## src/design/spmq_pkg.sv

```systemverilog
// ----------------------------------------------------------------------------
// spmq_pkg
// Shared types and codes of the strict priority multi-queue scheduler.
// ----------------------------------------------------------------------------
package spmq_pkg;

  localparam int NumClasses = 6;
  localparam int ClsW       = 3;
  localparam int IdPortW    = 16;

  typedef enum logic [1:0] {
    CMD_ADD    = 2'd0,
    CMD_REMOVE = 2'd1,
    CMD_POP    = 2'd2
  } cmd_e;

  typedef enum logic [2:0] {
    STAT_ADDED     = 3'd0,
    STAT_REMOVED   = 3'd1,
    STAT_NOT_FOUND = 3'd2,
    STAT_POPPED    = 3'd3,
    STAT_ALL_EMPTY = 3'd4,
    STAT_FULL      = 3'd5
  } status_e;

  typedef struct packed {
    logic [1:0]         command;
    logic [ClsW-1:0]    job_class;
    logic [IdPortW-1:0] job_id;
  } req_t;

  typedef struct packed {
    status_e            status;
    logic [IdPortW-1:0] out_id;
    logic [ClsW-1:0]    out_class;
  } rsp_t;

  // per-queue operation
  typedef struct packed {
    logic add;     // write id at tail
    logic rotate;  // shift toward head, old head goes to tail
    logic drop;    // shift toward head, old head is lost
  } row_cmd_t;

endpackage

```

## src/design/spmq_cell.sv

```systemverilog
// ----------------------------------------------------------------------------
// spmq_cell
// One queue slot: loads a new entry or takes its neighbor's entry on a shift.
// ----------------------------------------------------------------------------
module spmq_cell #(
  parameter int W = 16
) (
  input  logic         clk_i,
  input  logic         shift_i,
  input  logic         wr_i,
  input  logic [W-1:0] wr_data_i,
  input  logic [W-1:0] next_i,
  output logic [W-1:0] q_o
);

  logic [W-1:0] data_q;

  always_ff @(posedge clk_i) begin
    if (wr_i) begin
      data_q <= wr_data_i;
    end else if (shift_i) begin
      data_q <= next_i;
    end
  end

  assign q_o = data_q;

endmodule

```

## src/design/spmq_row.sv

```systemverilog
// ----------------------------------------------------------------------------
// spmq_row
// One FIFO queue built as a chain of cells, head in cell zero, with its count.
// ----------------------------------------------------------------------------
module spmq_row #(
  parameter int DEPTH = 16,
  parameter int W     = 16
) (
  input  logic                       clk_i,
  input  logic                       rst_ni,
  input  spmq_pkg::row_cmd_t         cmd_i,
  input  logic [W-1:0]               id_i,
  output logic [W-1:0]               head_o,
  output logic [$clog2(DEPTH+1)-1:0] count_o
);

  localparam int CntW = $clog2(DEPTH + 1);
  localparam int IdxW = $clog2(DEPTH);

  logic [CntW-1:0] count_q, count_d;
  logic [CntW-1:0] tail_pos;
  logic [IdxW-1:0] wr_idx;
  logic [W-1:0]    wr_data;
  logic [W-1:0]    cell_q [DEPTH];
  logic            shift, wr;

  assign shift    = cmd_i.rotate | cmd_i.drop;
  assign wr       = cmd_i.add | cmd_i.rotate;
  // add writes just past the last entry, rotate refills the last entry
  assign tail_pos = cmd_i.add ? count_q : count_q - CntW'(1);
  assign wr_idx   = tail_pos[IdxW-1:0];
  assign wr_data  = cmd_i.add ? id_i : cell_q[0];

  for (genvar i = 0; i < DEPTH; i++) begin : g_cell
    logic [W-1:0] next;
    if (i == DEPTH - 1) begin : g_last
      assign next = cell_q[i];
    end else begin : g_mid
      assign next = cell_q[i+1];
    end
    spmq_cell #(
      .W(W)
    ) u_cell (
      .clk_i    (clk_i),
      .shift_i  (shift),
      .wr_i     (wr && (wr_idx == IdxW'(i))),
      .wr_data_i(wr_data),
      .next_i   (next),
      .q_o      (cell_q[i])
    );
  end

  always_comb begin
    count_d = count_q;
    if (cmd_i.add) begin
      count_d = count_q + CntW'(1);
    end else if (cmd_i.drop) begin
      count_d = count_q - CntW'(1);
    end
  end

  always_ff @(posedge clk_i or negedge rst_ni) begin
    if (!rst_ni) begin
      count_q <= '0;
    end else begin
      count_q <= count_d;
    end
  end

  assign head_o  = cell_q[0];
  assign count_o = count_q;

endmodule

```

## src/design/strict_priority_multi_queue.sv

```systemverilog
// ----------------------------------------------------------------------------
// strict_priority_multi_queue
// Six job FIFOs with add, remove-by-id and strict priority pop.
// ----------------------------------------------------------------------------
// A command beat is taken at a rising edge with start high and busy low;
// req_i carries command, job_class and job_id. Each command gives exactly
// one result beat on rsp_o, marked by rsp_valid_o for a single cycle; the
// receiver takes it in that cycle and cannot stall it.
// Add and pop give their result in the cycle after the command beat and busy
// stays low, so a command can be taken every cycle. Remove walks its queue
// through the cell chain, one entry per cycle, by rotating the queue once
// around and dropping the first match: busy stays high while it steps once per
// entry of the queue's fill count (up to QUEUE_DEPTH), and the result shows
// after the last step. A remove on an empty queue or a class above five gives
// its result in the cycle after the command beat without raising busy. The
// rotation through the cells sets the remove time.
// Reset clears all fill counts and the result strobe; slot contents are not
// cleared and are never read beyond a queue's fill count.
// ----------------------------------------------------------------------------
module strict_priority_multi_queue #(
  parameter int QUEUE_DEPTH = 16,
  parameter int ID_WIDTH    = 16
) (
  input  logic           clk_i,
  input  logic           rst_ni,
  input  logic           start,
  output logic           busy,
  input  spmq_pkg::req_t req_i,
  output logic           rsp_valid_o,
  output spmq_pkg::rsp_t rsp_o
);

  localparam int IdW  = (ID_WIDTH < spmq_pkg::IdPortW) ? ID_WIDTH : spmq_pkg::IdPortW;
  localparam int CntW = $clog2(QUEUE_DEPTH + 1);
  localparam int NQ   = spmq_pkg::NumClasses;
  localparam int ClsW = spmq_pkg::ClsW;

  typedef enum logic [1:0] {
    S_IDLE   = 2'b01,
    S_SEARCH = 2'b10
  } state_e;

  state_e             state_q, state_d;
  logic [CntW-1:0]    step_q, step_d;
  logic               found_q, found_d;
  logic [ClsW-1:0]    cls_q, cls_d;
  logic [IdW-1:0]     id_q, id_d;
  logic               rsp_valid_q, rsp_valid_d;
  spmq_pkg::rsp_t     rsp_q, rsp_d;

  spmq_pkg::row_cmd_t row_cmd [NQ];
  logic [IdW-1:0]     row_head [NQ];
  logic [CntW-1:0]    row_cnt [NQ];
  logic [IdW-1:0]     row_id;

  logic               cls_ok;
  logic [CntW-1:0]    sel_cnt;
  logic               pop_any;
  logic [ClsW-1:0]    pop_cls;
  logic [IdW-1:0]     pop_head;
  logic [IdW-1:0]     srch_head;
  logic               hit;
  logic [IdW-1:0]     req_id;

  assign req_id = req_i.job_id[IdW-1:0];
  assign row_id = req_id;

  for (genvar k = 0; k < NQ; k++) begin : g_row
    spmq_row #(
      .DEPTH(QUEUE_DEPTH),
      .W    (IdW)
    ) u_row (
      .clk_i  (clk_i),
      .rst_ni (rst_ni),
      .cmd_i  (row_cmd[k]),
      .id_i   (row_id),
      .head_o (row_head[k]),
      .count_o(row_cnt[k])
    );
  end

  // class lookups and the priority pick
  always_comb begin
    cls_ok    = 1'b0;
    sel_cnt   = '0;
    pop_any   = 1'b0;
    pop_cls   = '0;
    pop_head  = '0;
    srch_head = '0;
    for (int k = 0; k < NQ; k++) begin
      if (req_i.job_class == ClsW'(k)) begin
        cls_ok  = 1'b1;
        sel_cnt = row_cnt[k];
      end
      if (cls_q == ClsW'(k)) begin
        srch_head = row_head[k];
      end
    end
    // descending so the lowest non-empty class wins
    for (int k = NQ - 1; k >= 0; k--) begin
      if (row_cnt[k] != '0) begin
        pop_any  = 1'b1;
        pop_cls  = ClsW'(k);
        pop_head = row_head[k];
      end
    end
  end

  assign hit = !found_q && (srch_head == id_q);

  always_comb begin
    state_d     = state_q;
    step_d      = step_q;
    found_d     = found_q;
    cls_d       = cls_q;
    id_d        = id_q;
    rsp_valid_d = 1'b0;
    rsp_d       = rsp_q;
    for (int k = 0; k < NQ; k++) begin
      row_cmd[k] = '0;
    end

    unique case (state_q)
      S_IDLE: begin
        if (start) begin
          rsp_d = '0;
          priority if (req_i.command == spmq_pkg::CMD_ADD) begin
            rsp_valid_d = 1'b1;
            if (cls_ok && (sel_cnt != CntW'(QUEUE_DEPTH))) begin
              for (int k = 0; k < NQ; k++) begin
                row_cmd[k].add = (req_i.job_class == ClsW'(k));
              end
              rsp_d.status = spmq_pkg::STAT_ADDED;
            end else begin
              rsp_d.status = spmq_pkg::STAT_FULL;
            end
          end else if (req_i.command == spmq_pkg::CMD_REMOVE) begin
            if (cls_ok && (sel_cnt != '0)) begin
              state_d = S_SEARCH;
              step_d  = sel_cnt;
              found_d = 1'b0;
              cls_d   = req_i.job_class;
              id_d    = req_id;
            end else begin
              rsp_valid_d  = 1'b1;
              rsp_d.status = spmq_pkg::STAT_NOT_FOUND;
            end
          end else begin
            // pop, and the unused command code behaves the same
            rsp_valid_d = 1'b1;
            if (pop_any) begin
              for (int k = 0; k < NQ; k++) begin
                row_cmd[k].drop = (pop_cls == ClsW'(k));
              end
              rsp_d.status    = spmq_pkg::STAT_POPPED;
              rsp_d.out_id    = spmq_pkg::IdPortW'(pop_head);
              rsp_d.out_class = pop_cls;
            end else begin
              rsp_d.status = spmq_pkg::STAT_ALL_EMPTY;
            end
          end
        end
      end
      S_SEARCH: begin
        // head leaves, returns at the tail unless it is the first match
        for (int k = 0; k < NQ; k++) begin
          if (cls_q == ClsW'(k)) begin
            row_cmd[k].drop   = hit;
            row_cmd[k].rotate = !hit;
          end
        end
        found_d = found_q | hit;
        step_d  = step_q - CntW'(1);
        if (step_q == CntW'(1)) begin
          state_d      = S_IDLE;
          rsp_valid_d  = 1'b1;
          rsp_d        = '0;
          rsp_d.status = found_d ? spmq_pkg::STAT_REMOVED : spmq_pkg::STAT_NOT_FOUND;
        end
      end
      default: begin
        state_d = S_IDLE;
      end
    endcase
  end

  always_ff @(posedge clk_i or negedge rst_ni) begin
    if (!rst_ni) begin
      state_q     <= S_IDLE;
      step_q      <= '0;
      found_q     <= 1'b0;
      rsp_valid_q <= 1'b0;
    end else begin
      state_q     <= state_d;
      step_q      <= step_d;
      found_q     <= found_d;
      rsp_valid_q <= rsp_valid_d;
    end
  end

  always_ff @(posedge clk_i) begin
    cls_q <= cls_d;
    id_q  <= id_d;
    rsp_q <= rsp_d;
  end

  assign busy        = (state_q != S_IDLE);
  assign rsp_valid_o = rsp_valid_q;
  assign rsp_o       = rsp_q;

`ifndef ASSERT_OFF
  a_fast_cmd_result: assert property (@(posedge clk_i) disable iff (!rst_ni)
    (start && !busy && (req_i.command != spmq_pkg::CMD_REMOVE)) |=> rsp_valid_o)
    else $error("add or pop beat gave no result in the next cycle");

  a_search_steps: assert property (@(posedge clk_i) disable iff (!rst_ni)
    (state_q == S_SEARCH) |-> (step_q != '0))
    else $error("search running with no steps left");

  a_search_quiet: assert property (@(posedge clk_i) disable iff (!rst_ni)
    (state_q == S_SEARCH) |-> !rsp_valid_q)
    else $error("result strobe during an ongoing search");

  a_zero_fields: assert property (@(posedge clk_i) disable iff (!rst_ni)
    (rsp_valid_o && (rsp_o.status != spmq_pkg::STAT_POPPED)) |->
      ((rsp_o.out_id == '0) && (rsp_o.out_class == '0)))
    else $error("non-pop result carries id or class");
`endif

endmodule

```

## config.mk

```make
export PLATFORM = sky130hd
export DESIGN_NAME = strict_priority_multi_queue
export DESIGN_NICKNAME = d
export VERILOG_FILES = /design/src/design/spmq_pkg.sv /design/src/design/spmq_cell.sv /design/src/design/spmq_row.sv /design/src/design/strict_priority_multi_queue.sv
export SDC_FILE = /design/constraint.sdc
export NUM_CORES = 2
export LEC_CHECK = 0
export ABC_CLOCK_PERIOD_IN_PS = 12100
export BUFFER_PORTS_ARGS = -buffer_cell sky130_fd_sc_hd__buf_2
export CAP_MARGIN = 20
export CORE_MARGIN = 2
export CORE_UTILIZATION = 45
export CTS_CLUSTER_DIAMETER = 100
export DETAILED_ROUTE_END_ITERATION = 16
export SYNTH_ARGS = -nofsm -noshare
export SYNTH_HDL_FRONTEND = slang
export SYNTH_SLANG_ARGS = --single-unit
```

## constraint.sdc

```tcl
create_clock -name clk_i -period 12.1 [get_ports clk_i]
set_input_delay 1.815 -clock clk_i [delete_from_list [all_inputs] [get_ports clk_i]]
set_output_delay 1.815 -clock clk_i [all_outputs]
set_load 0.1 [all_outputs]
```

==> impl_results.md <==
* Status: completed
* Critical Path Max Stage Delay at 970 ps
* Final GP Congestion at 0.949
* Filler cells at 13409
* Most frequent CP cell: mux2_2
* Starting Density at 45.2%
* Most instantiated cells after synthesis: edfxtp_1 (1577), mux2_2 (1110), nand2_1 (416)
* Worst rel slew slack at 14.7%
* Sequential cell area fraction in the yosys report at 65.9%
* Vias per cell at 5.58
* Max-cap violations at 0
* Worst-path clk slew at 70 ps
* Crit start category: input pin
* Share of synthesized registers carrying an async set or reset at 2.41%
* Vias in the first global route at 38962
* Hold Violations, Final at 0
* CP Class: in2reg
* Slew @ Worst Pin at 1260 ps
* Setup crit end kind: register
* Synth-to-layout area growth at 9.96%
* Global-route wire length before repair at 245 mm
* Syn Nets at 4725
* Netlist Area Pre-Place at 73400 µm²
* DR WL/cell at 22.9 µm
* Final setup violation count at 0
* CTS Buffer Depth at 3
* Post-Syn Area per Cell at 15.7 µm²
* Ys flop type: edfxtp_1
* Critical path peak fanout at 27
* Core Area at 162000 µm²
* Clk_lat worst skew at 800 ps
* Clk_skew at 38.7 ps
* Clock buffer count from CTS at 172
* Critical path arrival at 7120 ps
* Die area at 166000 µm²
* CTS Hold Bufs at 0
* Synth cell types at 81
* CP delay by family, top: simple AND/OR/NAND/NOR gates
* Number of flops mapped to enable cells by yosys at 1577
* Critical path data required time at 12510 ps
* Crit-path slowest cell: nand2_1
* Crit path cell chain: buf_2 -> mux2_2 -> a22oi_1 -> a2bb2oi_1 -> and4_1 -> a21o_1 -> inv_2 -> mux2_2 -> o21ai_1 -> nand4b_1 -> nand2_1
* Maximum VDD drop at 159 µV
* Largest net degree at the start of global routing at 40
* Syn Inst Count at 4663
* Unrepaired setup endpoints after global routing: false
* Area after DPL at 75300 µm²
* Synthesis warning total at 0
* FMAX at 149 MHz
* Share of cells above drive strength 1 at 31.3%
* Die Span Y at 408 µm
* Total Wirelength at 159 mm
* DP HPWL at 107 mm
* Seq cells post-synth at 1616
* DRC Markers at 0
* CTS tree: yes
* Worst Path Buf+Inv at 2
* Synth top area share at 64.5%
* Final period util at 55.5%
* Final TNS setup at 0 ps
* Final Instance Area at 80700 µm²
* Ports at 48
* Minimum clock period at 6720 ps
* Yosys top cell by area: edfxtp_1
* Post-CTS sizing at 0
* Final nets at 4664
* Power per cell area at 159 nW/µm²
* Area contributors post-synth: edfxtp_1 (65%), mux2_2 (17%), mux2_1 (5.2%)
* Most frequent cell after synthesis: edfxtp_1
* Initial antenna violation count at 4
* Chip Width at 408 µm
* Max Slew Vio Count at 0
* Iter 0 DRT Violations at 3336
* First drt pass iteration count at 5
* FP Rows at 148
* Post-CTS Setup Inserts at 0
* GRT overflow at 0
* Post-route ant nets at 0
* Tot GR Track Use at 19.0%
* H-tree depth at 4
* Via count at 38652
* Hold Crit Class: reg2reg
* CTS Sinks at 1616
* Leak at 27.4 nW
* CTS root buf: clkbuf_16
* Port Buffer Count at 47
-- metal layers --
metal | vias up | wire length [µm] | GRT usage (%)
li1 | 17782 | - | -
met1 | 19541 | 73000 | 27.2
met2 | 1028 | 70600 | 28.7
met3 | 297 | 10000 | 4.07
met4 | 4 | 5010 | 6.45
met5 | - | 26 | 0
-- where the power goes --
part	total (W)	switching, W	internal [W]
Sequential	0.00660	0.000155	0.00644
Combinational	0.00125	0.000916	0.000334
Clock	0.00501	0.00217	0.00283
-- path summary, 6_finish.rpt --
kind / endpoint / cells after the start / slack [ps] / startpoint
worst max-delay path: g_row[5].u_row.g_cell[9].u_cell.q_o[0] / 11 / 5380 / req_i[17]
worst min-delay path: g_row[4].u_row.count_o[4] / 1 / 500 / g_row[4].u_row.count_o[4]
worst max register to register: g_row[1].u_row.g_cell[14].u_cell.q_o[2] / 10 / 5610 / cls_q[0]
worst min register to register: g_row[4].u_row.count_o[4] / 1 / 500 / g_row[4].u_row.count_o[4]
max in group asynchronous: g_row[2].u_row.count_o[0] / 2 / 10450 / rst_ni
min in group asynchronous: rsp_valid_o / 2 / 1140 / rst_ni
-- flip-flops by register name (all words and copies together), names as in the netlist --
name	flops
g_row.u_row.g_cell.u_cell.q_o	1536
g_row.u_row.count_o	30
rsp_o	22
id_q	16
step_q	5
cls_q	3
state_q	2
found_q	1
rsp_valid_o	1
-- layout by cell type, fill, tap and decap left out, types with 21 or more instances in the layout --
cell type / count
edfxtp_1: 1577
mux2_2: 1110
nand2_1: 416
mux2_1: 341
clkbuf_16: 175
nor2_1: 124
o21ai_0: 55
nand2b_1: 52
mux2i_1: 50
buf_2: 48
nand3_1: 46
inv_1: 45
buf_4: 42
clkinv_1: 40
clkbuf_1: 40
ha_1: 38
dfrtp_1: 38
a21oi_1: 36
clkinv_2: 31
and3_1: 29
nor2b_1: 21
-- per-stage QoR --
step	hold WS, ps	std cells	total power [W]	setup slack [ps]	util, %
2_1_floorplan	454	4663	0.00749	6070	-
3_3_place_gp	496	6601	0.00793	4780	46.4
3_5_place_dp	493	6601	0.00794	4710	46.4
4_1_cts	503	6916	0.0130	5560	49.7
5_1_grt	524	6918	0.0133	5090	49.7
6_report	501	6922	0.0129	5380	49.7
-- area by class of cell --
class,count,area [µm²],area share [%]
Antenna cell,4,10.0,0.0124
Clock buffer,219,4580,5.68
Clock inverter,96,764,0.947
Inverter,48,180,0.223
Multi-Input combinational cell,2673,23500,29.2
Sequential cell,1616,48300,59.9
Tap cell,2175,2720,3.37
Timing Repair Buffer,91,561,0.695
-- logic make-up after synthesis --
kind of cell,share of synthesized area [%]
compound gates,2.50
xor+xnor,0.334
fa+ha+maj,0.648
buf+inv,2.15
flops,65.9
mux,23.1
simple gates,5.42
Note: power is estimated with default switching activity, not from simulation.
